## src/amd_pkg.sv

```systemverilog
// ----------------------------------------------------------------------------
// amd_pkg
// shared types, codes and widths of the adjacency matrix depth-first walker
// ----------------------------------------------------------------------------
package amd_pkg;

  localparam int MAX_VERTICES_DEF = 16;

  localparam int KIND_W    = 2;
  localparam int LABEL_W   = 8;
  localparam int OUT_IDX_W = 4;
  localparam int STATUS_W  = 2;

  // item kinds
  localparam logic [KIND_W-1:0] KIND_ADD_VERTEX = 2'd0;
  localparam logic [KIND_W-1:0] KIND_ADD_EDGE   = 2'd1;
  localparam logic [KIND_W-1:0] KIND_RUN        = 2'd2;

  // result status codes
  localparam logic [STATUS_W-1:0] ST_OK      = 2'd0;
  localparam logic [STATUS_W-1:0] ST_UNKNOWN = 2'd1;
  localparam logic [STATUS_W-1:0] ST_FULL    = 2'd2;
  localparam logic [STATUS_W-1:0] ST_EMPTY   = 2'd3;

  typedef enum logic [3:0] {
    S_IDLE,
    S_FIND,
    S_E1,
    S_E2,
    S_E3,
    S_LBL,
    S_PICK,
    S_TOP,
    S_ROW,
    S_DONE,
    S_ERR
  } st_t;

endpackage

```

## src/adjacency_matrix_dfs_top.sv

```systemverilog
// add vertex stays in idle; a full table, or a search on an empty graph, gives an error result
// add edge: label scan through the label ram, then two adjacency row updates; an unknown
//   label gives an error result instead
// search: each reached vertex is visited (S_PICK, S_LBL) and later popped (S_PICK, S_TOP, S_ROW)
// one item at a time, output stalls hold it up; next item taken once the last result is registered
// reset empties the graph at once (vertex count, stack pointer, visited marks)
// ----------------------------------------------------------------------------
// adjacency_matrix_dfs_top
// loads an undirected graph into an adjacency matrix and walks it depth first
// from vertex 0, emitting each visited vertex as one result item, each error as an error item
// ----------------------------------------------------------------------------
module adjacency_matrix_dfs_top #(
  parameter int MAX_VERTICES = amd_pkg::MAX_VERTICES_DEF
) (
  input  logic                           clk,
  input  logic                           rst_n,
  input  logic                           in_valid,
  output logic                           in_stall,
  input  logic [amd_pkg::KIND_W-1:0]     in_kind,
  input  logic [amd_pkg::LABEL_W-1:0]    in_label_a,
  input  logic [amd_pkg::LABEL_W-1:0]    in_label_b,
  output logic                           out_valid,
  input  logic                           out_stall,
  output logic [amd_pkg::OUT_IDX_W-1:0]  out_vertex_index,
  output logic [amd_pkg::LABEL_W-1:0]    out_vertex_label,
  output logic [amd_pkg::STATUS_W-1:0]   out_status,
  output logic                           out_last
);

  import amd_pkg::*;

  localparam int IDXW = $clog2(MAX_VERTICES);
  localparam int CNTW = $clog2(MAX_VERTICES + 1);

  // sequencer state
  st_t state_r, state_nxt;

  // graph bookkeeping
  logic [CNTW-1:0]         count_r, count_nxt;
  logic [CNTW-1:0]         sp_r, sp_nxt;
  logic [MAX_VERTICES-1:0] visited_r, visited_nxt;

  // label scan for edge items
  logic [LABEL_W-1:0] la_r, la_nxt;
  logic [LABEL_W-1:0] lb_r, lb_nxt;
  logic [CNTW-1:0]    scan_r, scan_nxt;
  logic               cmp_v_r, cmp_v_nxt;
  logic [IDXW-1:0]    cmp_idx_r, cmp_idx_nxt;
  logic               sf_r, sf_nxt;
  logic               ef_r, ef_nxt;
  logic [IDXW-1:0]    s_r, s_nxt;
  logic [IDXW-1:0]    e_r, e_nxt;

  // walk datapath
  logic [IDXW-1:0]    top_r, top_nxt;
  logic [IDXW-1:0]    pend_idx_r, pend_idx_nxt;
  logic [LABEL_W-1:0] pend_lbl_r, pend_lbl_nxt;
  logic [STATUS_W-1:0] err_r, err_nxt;

  // output register
  logic                 out_valid_r, out_valid_nxt;
  logic [OUT_IDX_W-1:0] out_idx_r, out_idx_nxt;
  logic [LABEL_W-1:0]   out_lbl_r, out_lbl_nxt;
  logic [STATUS_W-1:0]  out_st_r, out_st_nxt;
  logic                 out_last_r, out_last_nxt;
  logic                 out_load;
  logic                 out_free;

  // ram ports
  logic                    lbl_we;
  logic [IDXW-1:0]         lbl_waddr, lbl_raddr;
  logic [LABEL_W-1:0]      lbl_wdata, lbl_rdata;
  logic                    adj_we;
  logic [IDXW-1:0]         adj_waddr, adj_raddr;
  logic [MAX_VERTICES-1:0] adj_wdata, adj_rdata;
  logic                    stk_we;
  logic [IDXW-1:0]         stk_waddr, stk_raddr;
  logic [IDXW-1:0]         stk_wdata, stk_rdata;

  // misc
  logic                    in_acc;
  logic                    full;
  logic                    scan_done;
  logic [MAX_VERTICES-1:0] cand;
  logic [IDXW-1:0]         nx;
  logic                    nx_any;

  assign in_stall  = (state_r != S_IDLE);
  assign in_acc    = in_valid && !in_stall;
  assign full      = (count_r == CNTW'(MAX_VERTICES));
  assign out_free  = !out_valid_r || !out_stall;
  assign scan_done = (scan_r == count_r) && !cmp_v_r;

  // unvisited neighbors of the stack top
  assign cand = adj_rdata & ~visited_r;

  amd_ffs #(.WIDTH(MAX_VERTICES)) u_ffs (
    .vec (cand),
    .idx (nx),
    .any (nx_any)
  );

  // label table
  amd_ram #(.WIDTH(LABEL_W), .DEPTH(MAX_VERTICES)) u_lbl_ram (
    .clk   (clk),
    .we    (lbl_we),
    .waddr (lbl_waddr),
    .wdata (lbl_wdata),
    .raddr (lbl_raddr),
    .rdata (lbl_rdata)
  );

  // adjacency matrix, one row per vertex
  amd_ram #(.WIDTH(MAX_VERTICES), .DEPTH(MAX_VERTICES)) u_adj_ram (
    .clk   (clk),
    .we    (adj_we),
    .waddr (adj_waddr),
    .wdata (adj_wdata),
    .raddr (adj_raddr),
    .rdata (adj_rdata)
  );

  // walk stack
  amd_ram #(.WIDTH(IDXW), .DEPTH(MAX_VERTICES)) u_stk_ram (
    .clk   (clk),
    .we    (stk_we),
    .waddr (stk_waddr),
    .wdata (stk_wdata),
    .raddr (stk_raddr),
    .rdata (stk_rdata)
  );

  // next state
  always_comb begin
    state_nxt = state_r;
    unique case (state_r)
      S_IDLE: begin
        if (in_acc) begin
          unique case (in_kind)
            KIND_ADD_VERTEX: state_nxt = full ? S_ERR : S_IDLE;
            KIND_ADD_EDGE:   state_nxt = S_FIND;
            KIND_RUN:        state_nxt = (count_r == '0) ? S_ERR : S_LBL;
            default:         state_nxt = S_IDLE;
          endcase
        end
      end
      S_FIND: begin
        if (scan_done) begin
          state_nxt = (sf_r && ef_r) ? S_E1 : S_ERR;
        end
      end
      S_E1: state_nxt = S_E2;
      S_E2: state_nxt = S_E3;
      S_E3: state_nxt = S_IDLE;
      S_LBL: state_nxt = S_PICK;
      S_PICK: begin
        if (nx_any) begin
          // previous visit must leave through the output register first
          if (out_free) begin
            state_nxt = S_LBL;
          end
        end else begin
          state_nxt = (sp_r == CNTW'(1)) ? S_DONE : S_TOP;
        end
      end
      S_TOP: state_nxt = S_ROW;
      S_ROW: state_nxt = S_PICK;
      S_DONE: begin
        if (out_free) begin
          state_nxt = S_IDLE;
        end
      end
      S_ERR: begin
        if (out_free) begin
          state_nxt = S_IDLE;
        end
      end
      default: state_nxt = S_IDLE;
    endcase
  end

  // datapath and ram control
  always_comb begin
    count_nxt    = count_r;
    sp_nxt       = sp_r;
    visited_nxt  = visited_r;
    la_nxt       = la_r;
    lb_nxt       = lb_r;
    scan_nxt     = scan_r;
    cmp_v_nxt    = 1'b0;
    cmp_idx_nxt  = cmp_idx_r;
    sf_nxt       = sf_r;
    ef_nxt       = ef_r;
    s_nxt        = s_r;
    e_nxt        = e_r;
    top_nxt      = top_r;
    pend_idx_nxt = pend_idx_r;
    pend_lbl_nxt = pend_lbl_r;
    err_nxt      = err_r;

    out_load     = 1'b0;
    out_idx_nxt  = out_idx_r;
    out_lbl_nxt  = out_lbl_r;
    out_st_nxt   = out_st_r;
    out_last_nxt = out_last_r;

    lbl_we    = 1'b0;
    lbl_waddr = count_r[IDXW-1:0];
    lbl_wdata = in_label_a;
    lbl_raddr = '0;
    adj_we    = 1'b0;
    adj_waddr = count_r[IDXW-1:0];
    adj_wdata = '0;
    adj_raddr = top_r;
    stk_we    = 1'b0;
    stk_waddr = sp_r[IDXW-1:0];
    stk_wdata = nx;
    stk_raddr = IDXW'(sp_r - CNTW'(1));

    unique case (state_r)
      S_IDLE: begin
        if (in_acc) begin
          unique case (in_kind)
            KIND_ADD_VERTEX: begin
              if (full) begin
                err_nxt = ST_FULL;
              end else begin
                // new vertex starts with an empty row
                lbl_we    = 1'b1;
                adj_we    = 1'b1;
                count_nxt = count_r + CNTW'(1);
              end
            end
            KIND_ADD_EDGE: begin
              la_nxt   = in_label_a;
              lb_nxt   = in_label_b;
              scan_nxt = '0;
              sf_nxt   = 1'b0;
              ef_nxt   = 1'b0;
            end
            KIND_RUN: begin
              if (count_r == '0) begin
                err_nxt = ST_EMPTY;
              end else begin
                // visit vertex 0 and push it; its label is read now
                visited_nxt  = MAX_VERTICES'(1);
                stk_we       = 1'b1;
                stk_waddr    = '0;
                stk_wdata    = '0;
                sp_nxt       = CNTW'(1);
                pend_idx_nxt = '0;
                top_nxt      = '0;
              end
            end
            default: ;
          endcase
        end
      end
      S_FIND: begin
        lbl_raddr = scan_r[IDXW-1:0];
        if (scan_r < count_r) begin
          scan_nxt    = scan_r + CNTW'(1);
          cmp_v_nxt   = 1'b1;
          cmp_idx_nxt = scan_r[IDXW-1:0];
        end
        // later matches override earlier ones
        if (cmp_v_r) begin
          if (lbl_rdata == la_r) begin
            sf_nxt = 1'b1;
            s_nxt  = cmp_idx_r;
          end
          if (lbl_rdata == lb_r) begin
            ef_nxt = 1'b1;
            e_nxt  = cmp_idx_r;
          end
        end
        if (scan_done && !(sf_r && ef_r)) begin
          err_nxt = ST_UNKNOWN;
        end
      end
      S_E1: begin
        adj_raddr = s_r;
      end
      S_E2: begin
        adj_we    = 1'b1;
        adj_waddr = s_r;
        adj_wdata = adj_rdata | (MAX_VERTICES'(1) << e_r);
        adj_raddr = e_r;
      end
      S_E3: begin
        adj_we    = 1'b1;
        adj_waddr = e_r;
        adj_wdata = adj_rdata | (MAX_VERTICES'(1) << s_r);
      end
      S_LBL: begin
        pend_lbl_nxt = lbl_rdata;
        adj_raddr    = top_r;
      end
      S_PICK: begin
        adj_raddr = top_r;
        lbl_raddr = nx;
        if (nx_any) begin
          if (out_free) begin
            // release the previous visit, then visit and push nx
            out_load     = 1'b1;
            out_idx_nxt  = OUT_IDX_W'(pend_idx_r);
            out_lbl_nxt  = pend_lbl_r;
            out_st_nxt   = ST_OK;
            out_last_nxt = 1'b0;
            visited_nxt  = visited_r | (MAX_VERTICES'(1) << nx);
            stk_we       = 1'b1;
            sp_nxt       = sp_r + CNTW'(1);
            pend_idx_nxt = nx;
            top_nxt      = nx;
          end
        end else begin
          sp_nxt = sp_r - CNTW'(1);
        end
      end
      S_TOP: ;
      S_ROW: begin
        adj_raddr = stk_rdata;
        top_nxt   = stk_rdata;
      end
      S_DONE: begin
        if (out_free) begin
          out_load     = 1'b1;
          out_idx_nxt  = OUT_IDX_W'(pend_idx_r);
          out_lbl_nxt  = pend_lbl_r;
          out_st_nxt   = ST_OK;
          out_last_nxt = 1'b1;
          visited_nxt  = '0;
        end
      end
      S_ERR: begin
        if (out_free) begin
          out_load     = 1'b1;
          out_idx_nxt  = '0;
          out_lbl_nxt  = '0;
          out_st_nxt   = err_r;
          out_last_nxt = 1'b1;
        end
      end
      default: ;
    endcase

    if (out_load) begin
      out_valid_nxt = 1'b1;
    end else if (!out_stall) begin
      out_valid_nxt = 1'b0;
    end else begin
      out_valid_nxt = out_valid_r;
    end
  end

  // control registers
  always_ff @(posedge clk) begin
    if (!rst_n) begin
      state_r     <= S_IDLE;
      count_r     <= '0;
      sp_r        <= '0;
      visited_r   <= '0;
      cmp_v_r     <= 1'b0;
      sf_r        <= 1'b0;
      ef_r        <= 1'b0;
      out_valid_r <= 1'b0;
    end else begin
      state_r     <= state_nxt;
      count_r     <= count_nxt;
      sp_r        <= sp_nxt;
      visited_r   <= visited_nxt;
      cmp_v_r     <= cmp_v_nxt;
      sf_r        <= sf_nxt;
      ef_r        <= ef_nxt;
      out_valid_r <= out_valid_nxt;
    end
  end

  // payload registers
  always_ff @(posedge clk) begin
    la_r       <= la_nxt;
    lb_r       <= lb_nxt;
    scan_r     <= scan_nxt;
    cmp_idx_r  <= cmp_idx_nxt;
    s_r        <= s_nxt;
    e_r        <= e_nxt;
    top_r      <= top_nxt;
    pend_idx_r <= pend_idx_nxt;
    pend_lbl_r <= pend_lbl_nxt;
    err_r      <= err_nxt;
    out_idx_r  <= out_idx_nxt;
    out_lbl_r  <= out_lbl_nxt;
    out_st_r   <= out_st_nxt;
    out_last_r <= out_last_nxt;
  end

  assign out_valid        = out_valid_r;
  assign out_vertex_index = out_idx_r;
  assign out_vertex_label = out_lbl_r;
  assign out_status       = out_st_r;
  assign out_last         = out_last_r;

endmodule

```

## src/amd_ram.sv

```systemverilog
// ----------------------------------------------------------------------------
// amd_ram
// generic simple dual port ram, one write port, one registered read port
// ----------------------------------------------------------------------------
module amd_ram #(
  parameter int WIDTH = 8,
  parameter int DEPTH = 16
) (
  input  logic                     clk,
  input  logic                     we,
  input  logic [$clog2(DEPTH)-1:0] waddr,
  input  logic [WIDTH-1:0]         wdata,
  input  logic [$clog2(DEPTH)-1:0] raddr,
  output logic [WIDTH-1:0]         rdata
);

  logic [WIDTH-1:0] mem [DEPTH];

  always_ff @(posedge clk) begin
    if (we) begin
      mem[waddr] <= wdata;
    end
    rdata <= mem[raddr];
  end

endmodule

```

## src/amd_ffs.sv

```systemverilog
// ----------------------------------------------------------------------------
// amd_ffs
// lowest set bit finder: isolates the bit with one add, then encodes it
// ----------------------------------------------------------------------------
module amd_ffs #(
  parameter int WIDTH = 16
) (
  input  logic [WIDTH-1:0]         vec,
  output logic [$clog2(WIDTH)-1:0] idx,
  output logic                     any
);

  localparam int IW = $clog2(WIDTH);

  logic [WIDTH-1:0] low;

  // two's complement trick leaves only the lowest set bit
  assign low = vec & (~vec + WIDTH'(1));
  assign any = |vec;

  always_comb begin
    idx = '0;
    for (int i = 0; i < WIDTH; i++) begin
      if (low[i]) begin
        idx = idx | IW'(i);
      end
    end
  end

endmodule

```

## config.mk

```make
export PLATFORM = sky130hd
export DESIGN_NAME = adjacency_matrix_dfs_top
export DESIGN_NICKNAME = d
export VERILOG_FILES = /design/src/amd_pkg.sv /design/src/adjacency_matrix_dfs_top.sv /design/src/amd_ram.sv /design/src/amd_ffs.sv
export SDC_FILE = /design/constraint.sdc
export NUM_CORES = 1
export LEC_CHECK = 0
export BUFFER_PORTS_ARGS = -buffer_cell sky130_fd_sc_hd__buf_2
export CORE_MARGIN = 3
export CORE_UTILIZATION = 55
export CTS_CLUSTER_DIAMETER = 150
export DETAILED_ROUTE_END_ITERATION = 6
export HOLD_SLACK_MARGIN = 0.08
export PLACE_DENSITY_LB_ADDON = 0.25
export SLEW_MARGIN = 20
export SYNTH_ARGS = -nofsm -noshare
export SYNTH_HDL_FRONTEND = slang
export SYNTH_SLANG_ARGS = --single-unit
```

## constraint.sdc

```tcl
create_clock -name clk -period 3.5 [get_ports clk]
set_clock_uncertainty 0.15 [all_clocks]
set_input_delay 0.175 -clock clk [delete_from_list [all_inputs] [get_ports clk]]
set_output_delay 0.175 -clock clk [all_outputs]
set_load 0.1 [all_outputs]
```

Word-level counts from Yosys, hierarchy flattened
Memory sizes are Yosys's and may differ from the RTL's. A register that Yosys moved wholly into a read port is not among the register bits.
Index checks and enable logic that the tools add are counted.
{"block": "word_totals", "mem_count": 3, "register_bits": 100, "out_inout_bits": 17, "ram_bits": 448}
{"name": "u_adj_ram.mem", "words": 16, "width": 16, "read_ports": 1, "rd_clocked_by_memory_dff": 1, "write_ports": 1, "line": "amd_ram.sv:17", "source": "logic [WIDTH-1:0] mem [DEPTH];"}
{"name": "u_lbl_ram.mem", "words": 16, "width": 8, "read_ports": 1, "rd_clocked_by_memory_dff": 1, "write_ports": 1, "line": "amd_ram.sv:17"}
{"name": "u_stk_ram.mem", "words": 16, "width": 4, "read_ports": 1, "rd_clocked_by_memory_dff": 1, "write_ports": 1, "line": "amd_ram.sv:17"}
{"block": "classes", "reduce_logical": 41, "n_addsub": 5, "muxes": 112, "shift": 3, "bitwise": 8, "n_eq_ne": 37, "n_lt_le_gt_ge": 1}
{"op": "4-bit 2-to-1 mux", "n": 32}
{"op": "16-bit 2-to-1 mux", "n": 6}
{"op": "16-bit bitwise OR", "n": 3}
{"op": "16-bit one-hot mux with 3 select lines", "n": 1}
{"op": "4-bit one-hot mux with 3 select lines", "n": 4}
{"op": "1-bit by 4-bit << shifter with 16-bit output (first input constant)", "n": 3}
{"op": "5-bit 2-to-1 mux", "n": 8}
{"op": "16-bit bitwise AND", "n": 2}
{"op": "16-bit inverter", "n": 2}
{"op": "16-bit one-hot mux with 2 select lines", "n": 1}
{"op": "4-bit one-hot mux with 8 select lines", "n": 1}
{"op": "1-bit 2-to-1 mux", "n": 28}
{"op": "2-bit inequality test (second input constant)", "n": 13}
{"op": "8-bit 2-to-1 mux", "n": 3}
{"op": "4-bit one-hot mux with 2 select lines", "n": 3}
{"op": "8-bit one-hot mux with 3 select lines", "n": 1}
{"op": "5-bit one-hot mux with 2 select lines", "n": 2}
{"op": "2-bit 2-to-1 mux", "n": 9}
{"op": "6-bit AND reduction", "n": 3}
{"op": "16-bit by 1-bit adder with 16-bit output (second input constant)", "n": 1}
{"op": "4-bit by 3-bit equality test with 1-bit output (second input constant)", "n": 4}
{"op": "8-bit equality test", "n": 2}
{"op": "4-bit AND reduction", "n": 4}
{"op": "16-bit OR reduction", "n": 1}
{"op": "33 further kinds", "n": 70}

Logic depth before layout (Yosys ltp)
{"block": "depth", "ltp_word": 25, "depth_mapped": 11, "mapped_depth_nobuf": 10}

Modules after synthesis
A second synthesis with hierarchy kept.
{"block": "hier_totals", "cells_unflattened": 1363, "hier_area_um2": 23319.9}
{"mod": "amd_ram at u_adj_ram", "cells_per_inst": 432, "instances": 1, "area_each_um2": 10042.1}
{"mod": "adjacency_matrix_dfs_top", "cells_per_inst": 544, "instances": 1, "area_each_um2": 5278.8}
{"mod": "amd_ram at u_lbl_ram", "cells_per_inst": 229, "instances": 1, "area_each_um2": 5147.4}
{"mod": "amd_ram at u_stk_ram", "cells_per_inst": 130, "instances": 1, "area_each_um2": 2666.3}
{"mod": "amd_ffs", "cells_per_inst": 28, "instances": 1, "area_each_um2": 185.2}

Least setup slack after synthesis
No wires, ideal clock.
{"block": "synth_path", "path_type": "register to register", "from": "reg state_r[3]", "to": "mem u_adj_ram.mem[4][0] (enable)", "arrival_ps": 3156, "synth_period_minus_slack_ps": 3695, "path_buffers": 2, "stages_incl_launch_ff": 11, "setup_slack_ps": -195, "setup_ps": 388, "required_time_ps": 2962, "cell_sequence": "dfxtp_1 > clkbuf_1 > nor4_2 > inv_1 > nor2_1 > and3_1 > buf_2 > a211o_1 > nand2_1 > or2_1 > nor2_1"}
{"block": "synth_between", "elab_chain_len": 7, "elab_cells_between_ends": 12, "cone_classes": "eq/ne: 2; mux: 5; reduce/logical: 5"}
{"element": "from (decl)", "line": "adjacency_matrix_dfs_top.sv:36", "source": "st_t state_r, state_nxt;"}
{"element": "from (signal assigned)", "line": "adjacency_matrix_dfs_top.sv:368", "source": "state_r <= state_nxt;"}
{"element": "4-bit nonzero test", "line": "adjacency_matrix_dfs_top.sv:88", "source": "assign in_stall = (state_r != S_IDLE);"}
{"element": "named net in_stall", "line": "adjacency_matrix_dfs_top.sv:18", "source": "output logic in_stall,"}
{"element": "1-bit logical NOT", "line": "adjacency_matrix_dfs_top.sv:89", "source": "assign in_acc = in_valid && !in_stall;"}
{"element": "1-bit logical AND", "line": "adjacency_matrix_dfs_top.sv:89"}
{"element": "1-bit 2-to-1 mux", "line": "adjacency_matrix_dfs_top.sv:222", "source": "if (in_acc) begin"}
{"element": "1-bit one-hot mux with 2 select lines", "line": "adjacency_matrix_dfs_top.sv:220", "source": "unique case (state_r)"}
{"element": "1-bit 2-to-1 mux", "line": "amd_ram.sv:20", "source": "if (we) begin"}
{"element": "1-bit 2-to-1 mux (implied by the code)", "line": "amd_ram.sv:21", "source": "mem[waddr] <= wdata;"}
{"element": "to (decl)", "line": "amd_ram.sv:17"}
The timed path passes the listed nets, and every way through them passes these cells.

Final worst setup path
{"block": "layout_path", "from": "reg u_adj_ram.rdata[8], read port of u_adj_ram.mem", "to": "reg u_lbl_ram.rdata[6], read port of u_lbl_ram.mem"}
{"block": "layout_between", "elab_chain_len": 13}
{"element": "from (decl)", "line": "amd_ram.sv:14", "source": "output logic [WIDTH-1:0] rdata"}
{"element": "16-bit bitwise AND (*)", "line": "adjacency_matrix_dfs_top.sv:95", "source": "assign cand = adj_rdata & ~visited_r;"}
{"element": "16-bit inverter", "line": "amd_ffs.sv:18", "source": "assign low = vec & (~vec + WIDTH'(1));"}
{"element": "16-bit by 1-bit adder with 16-bit output", "line": "amd_ffs.sv:18"}
{"element": "16-bit bitwise AND (*)", "line": "amd_ffs.sv:18"}
{"element": "4-bit 2-to-1 mux (7 in series)", "line": "amd_ffs.sv:24", "source": "if (low[i]) begin"}
{"element": "4-bit 2-to-1 mux (*)", "line": "amd_ffs.sv:24"}
{"element": "4-bit one-hot mux with 2 select lines (*)", "line": "adjacency_matrix_dfs_top.sv:220"}
{"element": "to (decl)", "line": "amd_ram.sv:14"}
Every way passes the cells marked *; elsewhere a longest branch is shown, timed or not.
A chain may end at the register's enable or synchronous reset.

==> impl_metrics.csv <==
group,metric,value,unit
job,max_cap_violations,0,
drt,detailroute.via_count,14664,
drt,detail_route.vias_per_cell,6.06,
power_and_ir_drop,clockPowerShare,30.2,%
timing,post-route-min-period,3150,ps
timing,final-setup-viol-count,0,
logic_synthesis,syn_area_cell,13.9,um2
timing,holdWs,127,ps
logic_synthesis,ys_dominant_reg_cell,"edfxtp_1",
drt,final_antenna_net_count,0,
cts,clock_latency,620,ps
cts,htreeDepth,2,
critical_path,critical-path-slowest-cell,"or4_1",
power_and_ir_drop,design_power_total,19600,uW
cells_and_area,stdcell_area,27100,um2
floorplan,io_pins,39,
timing,grt_setup_unrepaired,"false",
cts,clock_tree.root_cell,"clkbuf_16",
timing,post-route-period-util,90.1,%
timing,fin_ws,347,ps
timing,max_freq,317,MHz
floorplan,core_area,42100,um2
drt,detail_route.wirelength,54500,um
critical_path,worst-path-max-fanout,18,
drt,routedWlPerCell,22.5,um
critical_path,crit_type,"flop to flop",
cts,clkTransAtPathRegs,60,ps
timing,tightestPinTransition,1060,ps
floorplan,chipWidth,213,um
grt,first_pass_grt_wire_length,83000,um
floorplan,core.rowCount,75,
timing,totalNegativeSetupSlack,0,ps
cells_and_area,post_route_cells_drive_above_1_share,15.3,%
grt,grt_antenna_before_repair,0,
power_and_ir_drop,power.switching_fraction,32.1,%
floorplan,dieArea,45400,um2
logic_synthesis,yosys_register_bits,576,
cells_and_area,nNetsFinal,1867,
min_path,min-delay-path-class,"primary input to flop",
drt,number_of_drc_violations_after_detailed_routing,0,
logic_synthesis,synthArstFlopShare,0,%
power_and_ir_drop,power_per_cell_area,723,nW/um2
cells_and_area,num-fill-cells,3074,
logic_synthesis,yosysWarningCount,0,
grt,largest_net_degree_at_the_start_of_global_routing,59,
power_and_ir_drop,p_comb_share,26.7,%
grt,grt_overflow,0,
place,portBuffers,38,
cts,tritoncts,"built",
logic_synthesis,synthesis.instances,1694,
logic_synthesis,synth-edff-count,514,
place,detailedPlacementHpwl,33600,um
cts,numCtsBuffers,57,
place,place_area,25000,um2
cts,cts.repair.resized,0,
floorplan,initial_utilization,56.0,%
grt,gr-usage-all-layers,24.2,%
logic_synthesis,mappedNetlistArea,23600,um2
timing,endpoints_failing_hold,0,
cts,clock_tree.buffer_depth,3,
place,place_ws,204,ps
critical_path,timing.critical_path.slowest_cell_delay,530,ps
critical_path,crit_path_end_kind,"flop",
status,outcome,"finished, final reports clean",
power_and_ir_drop,switching_pwr,6280,uW
floorplan,die_h,213,um
drt,dr.pass1.iters,5,
cts,cts.sink_count,576,
critical_path,data_required_time_at_the_worst_endpoint,3830,ps
power_and_ir_drop,ir_worst_vdd,0.584,mV
cells_and_area,flow.area_growth_from_synthesis,14.8,%
power_and_ir_drop,cellInternalPower,13300,uW
critical_path,timing.critical_path.mode_cell,"buf_12",
logic_synthesis,syn_nets,1729,
timing,slew_viol_final,0,
power_and_ir_drop,power.leakage,0.00957,uW
cells_and_area,antenna_diode_count,0,
place,gpl.final_weighted_congestion,0.898,
critical_path,cp_data_arrival_time,3480,ps
logic_synthesis,synth.lib_cells_used.distinct,59,
critical_path,cp_cell_sequence,"nand2b_1, and4b_1, a32oi_1, o22ai_2, a21oi_4, buf_12, buf_12, mux2i_1, o22ai_1, or4_1",
power_and_ir_drop,share_seq_of_total_power,43.1,%
logic_synthesis,ys_seq_area_share,70.7,%
drt,drt_iter0_drc,1488,
grt,grt_pass1_vias,14405,
timing,timing.slew.headroom,29.0,%
critical_path,start_kind,"flop",
-- power by group through the flow --
| stage | Clock (uW) | Combinational, uW | Sequential [uW] |
|---|---|---|---|
| floorplan | 0 | 3540 | 8470 |
| global route | 6270 | 5720 | 8450 |
| CTS | 5990 | 5180 | 8420 |
| finish | 5910 | 5230 | 8430 |
| detailed placement | 0 | 5130 | 8560 |
| global placement | 0 | 5020 | 8560 |
-- synthesized netlist by cell type (all sizes together) (8+ instances only) --
| cell type | n | area [um2] |
|---|---|---|
| nor3 | 13 | 81.3 |
| buf | 46 | 293 |
| a21oi | 92 | 460 |
| dfxtp | 62 | 1240 |
| inv | 13 | 48.8 |
| or4 | 9 | 67.6 |
| o21ai | 29 | 145 |
| edfxtp | 514 | 15400 |
| xnor2 | 23 | 201 |
| and2 | 19 | 119 |
| clkbuf | 50 | 188 |
| nand4 | 13 | 81.3 |
| nor2 | 112 | 420 |
| nor2b | 78 | 495 |
| mux2i | 65 | 651 |
| nand2 | 208 | 781 |
| o22ai | 34 | 219 |
| nand3 | 20 | 100 |
| a211oi | 83 | 623 |
| a311oi | 32 | 280 |
| ha | 13 | 163 |
| a31oi | 33 | 206 |
| mux4 | 20 | 450 |
| nand2b | 33 | 209 |
| nand3b | 8 | 60.1 |
-- placed cells by master (no fill, tap or decap), types with 32 or more instances in the layout --
| cell type | count |
|---|---|
| o22ai_1 | 33 |
| a211oi_1 | 83 |
| a311oi_1 | 32 |
| edfxtp_1 | 514 |
| nor2_1 | 95 |
| nand2_1 | 207 |
| mux2i_1 | 65 |
| nand2b_1 | 32 |
| a31oi_1 | 33 |
| a21oi_1 | 91 |
| buf_4 | 104 |
| nor2b_1 | 77 |
| clkbuf_16 | 57 |
| dfxtp_1 | 62 |
| buf_2 | 38 |
-- registers in the layout (all words and copies together), names as in the netlist, 4 cells and up --
signal and count:
sp_r 5, s_r 4, u_stk_ram.rdata 4, cmp_idx_r 4, out_vertex_label 8, top_r 4
u_lbl_ram.mem 128, scan_r 5, la_r 8, u_adj_ram.mem 256, lb_r 8, visited_r 16
u_lbl_ram.rdata 8, state_r 4, pend_idx_r 4, count_r 5, u_stk_ram.mem 64, u_adj_ram.rdata 16
pend_lbl_r 8, e_r 4, out_vertex_index 4
-- metrics by stage --
step,utilization [%],cells
floorplan,-,1694
global placement,59.3,2287
detailed placement,59.3,2287
CTS,64.1,2416
global route,64.2,2419
finish,64.2,2419
-- kinds of logic (layout without fill, tap and decap cells) --
kind of cell	count (synthesis)	after routing	synth area share, %
buffers and inverters	110	296	2.26
flip-flops	576	576	70.7
AND/OR/NAND/NOR	536	536	11.0
XOR/XNOR	27	27	1.00
multiplexers	85	85	4.67
AO/OA/AOI/OAI	347	347	9.71
adder cells (fa/ha/maj)	13	13	0.690
-- worst max-delay path, delay by kind of cell (launching register included) --
kind / cells / cell delay [ps]
muxes: 1 / 210
AOI/OAI and AO/OA: 4 / 890
DFF: 1 / 440
buffers and inverters: 2 / 350
and+or+nand+nor: 3 / 970
-- layout make-up --
class                           count  area [um2]  share of cell area, %
Sequential cell                   576       16700                   61.6
Timing Repair Buffer              175        1410                   5.22
Inverter                           14        52.6                  0.194
Clock buffer                       85        1590                   5.88
Tap cell                          539         674                   2.49
Multi-Input combinational cell   1008        6430                   23.8
Clock inverter                     22         223                  0.823
-- what timing repair did --
action / in CTS / in global routing
hold buffers: 22 / 0
setup buffers: 0 / 3
endpoints found under the hold margin: 173 / 0
endpoints found under the setup margin: 0 / 6
-- final timing paths --
path / start / end / slack, ps / depth (start not counted)
worst max-delay path: u_adj_ram.rdata[8] / u_lbl_ram.rdata[6] / 350 / 10
worst min-delay path: in_label_b[2] / lb_r[2] / 130 / 2
worst max register to register: u_adj_ram.rdata[8] / u_lbl_ram.rdata[6] / 350 / 10
worst min register to register: visited_r[5] / visited_r[5] / 310 / 2
-- layer usage --
layer	GRT usage (%)	vias up	part of all wire, %
met5	0	-	0
met4	7.94	0	2.5
met3	3.66	95	7.2
met2	38.7	608	47
met1	34.7	7259	43
li1	-	6702	-
Note: power is estimated with default switching activity, not from simulation.
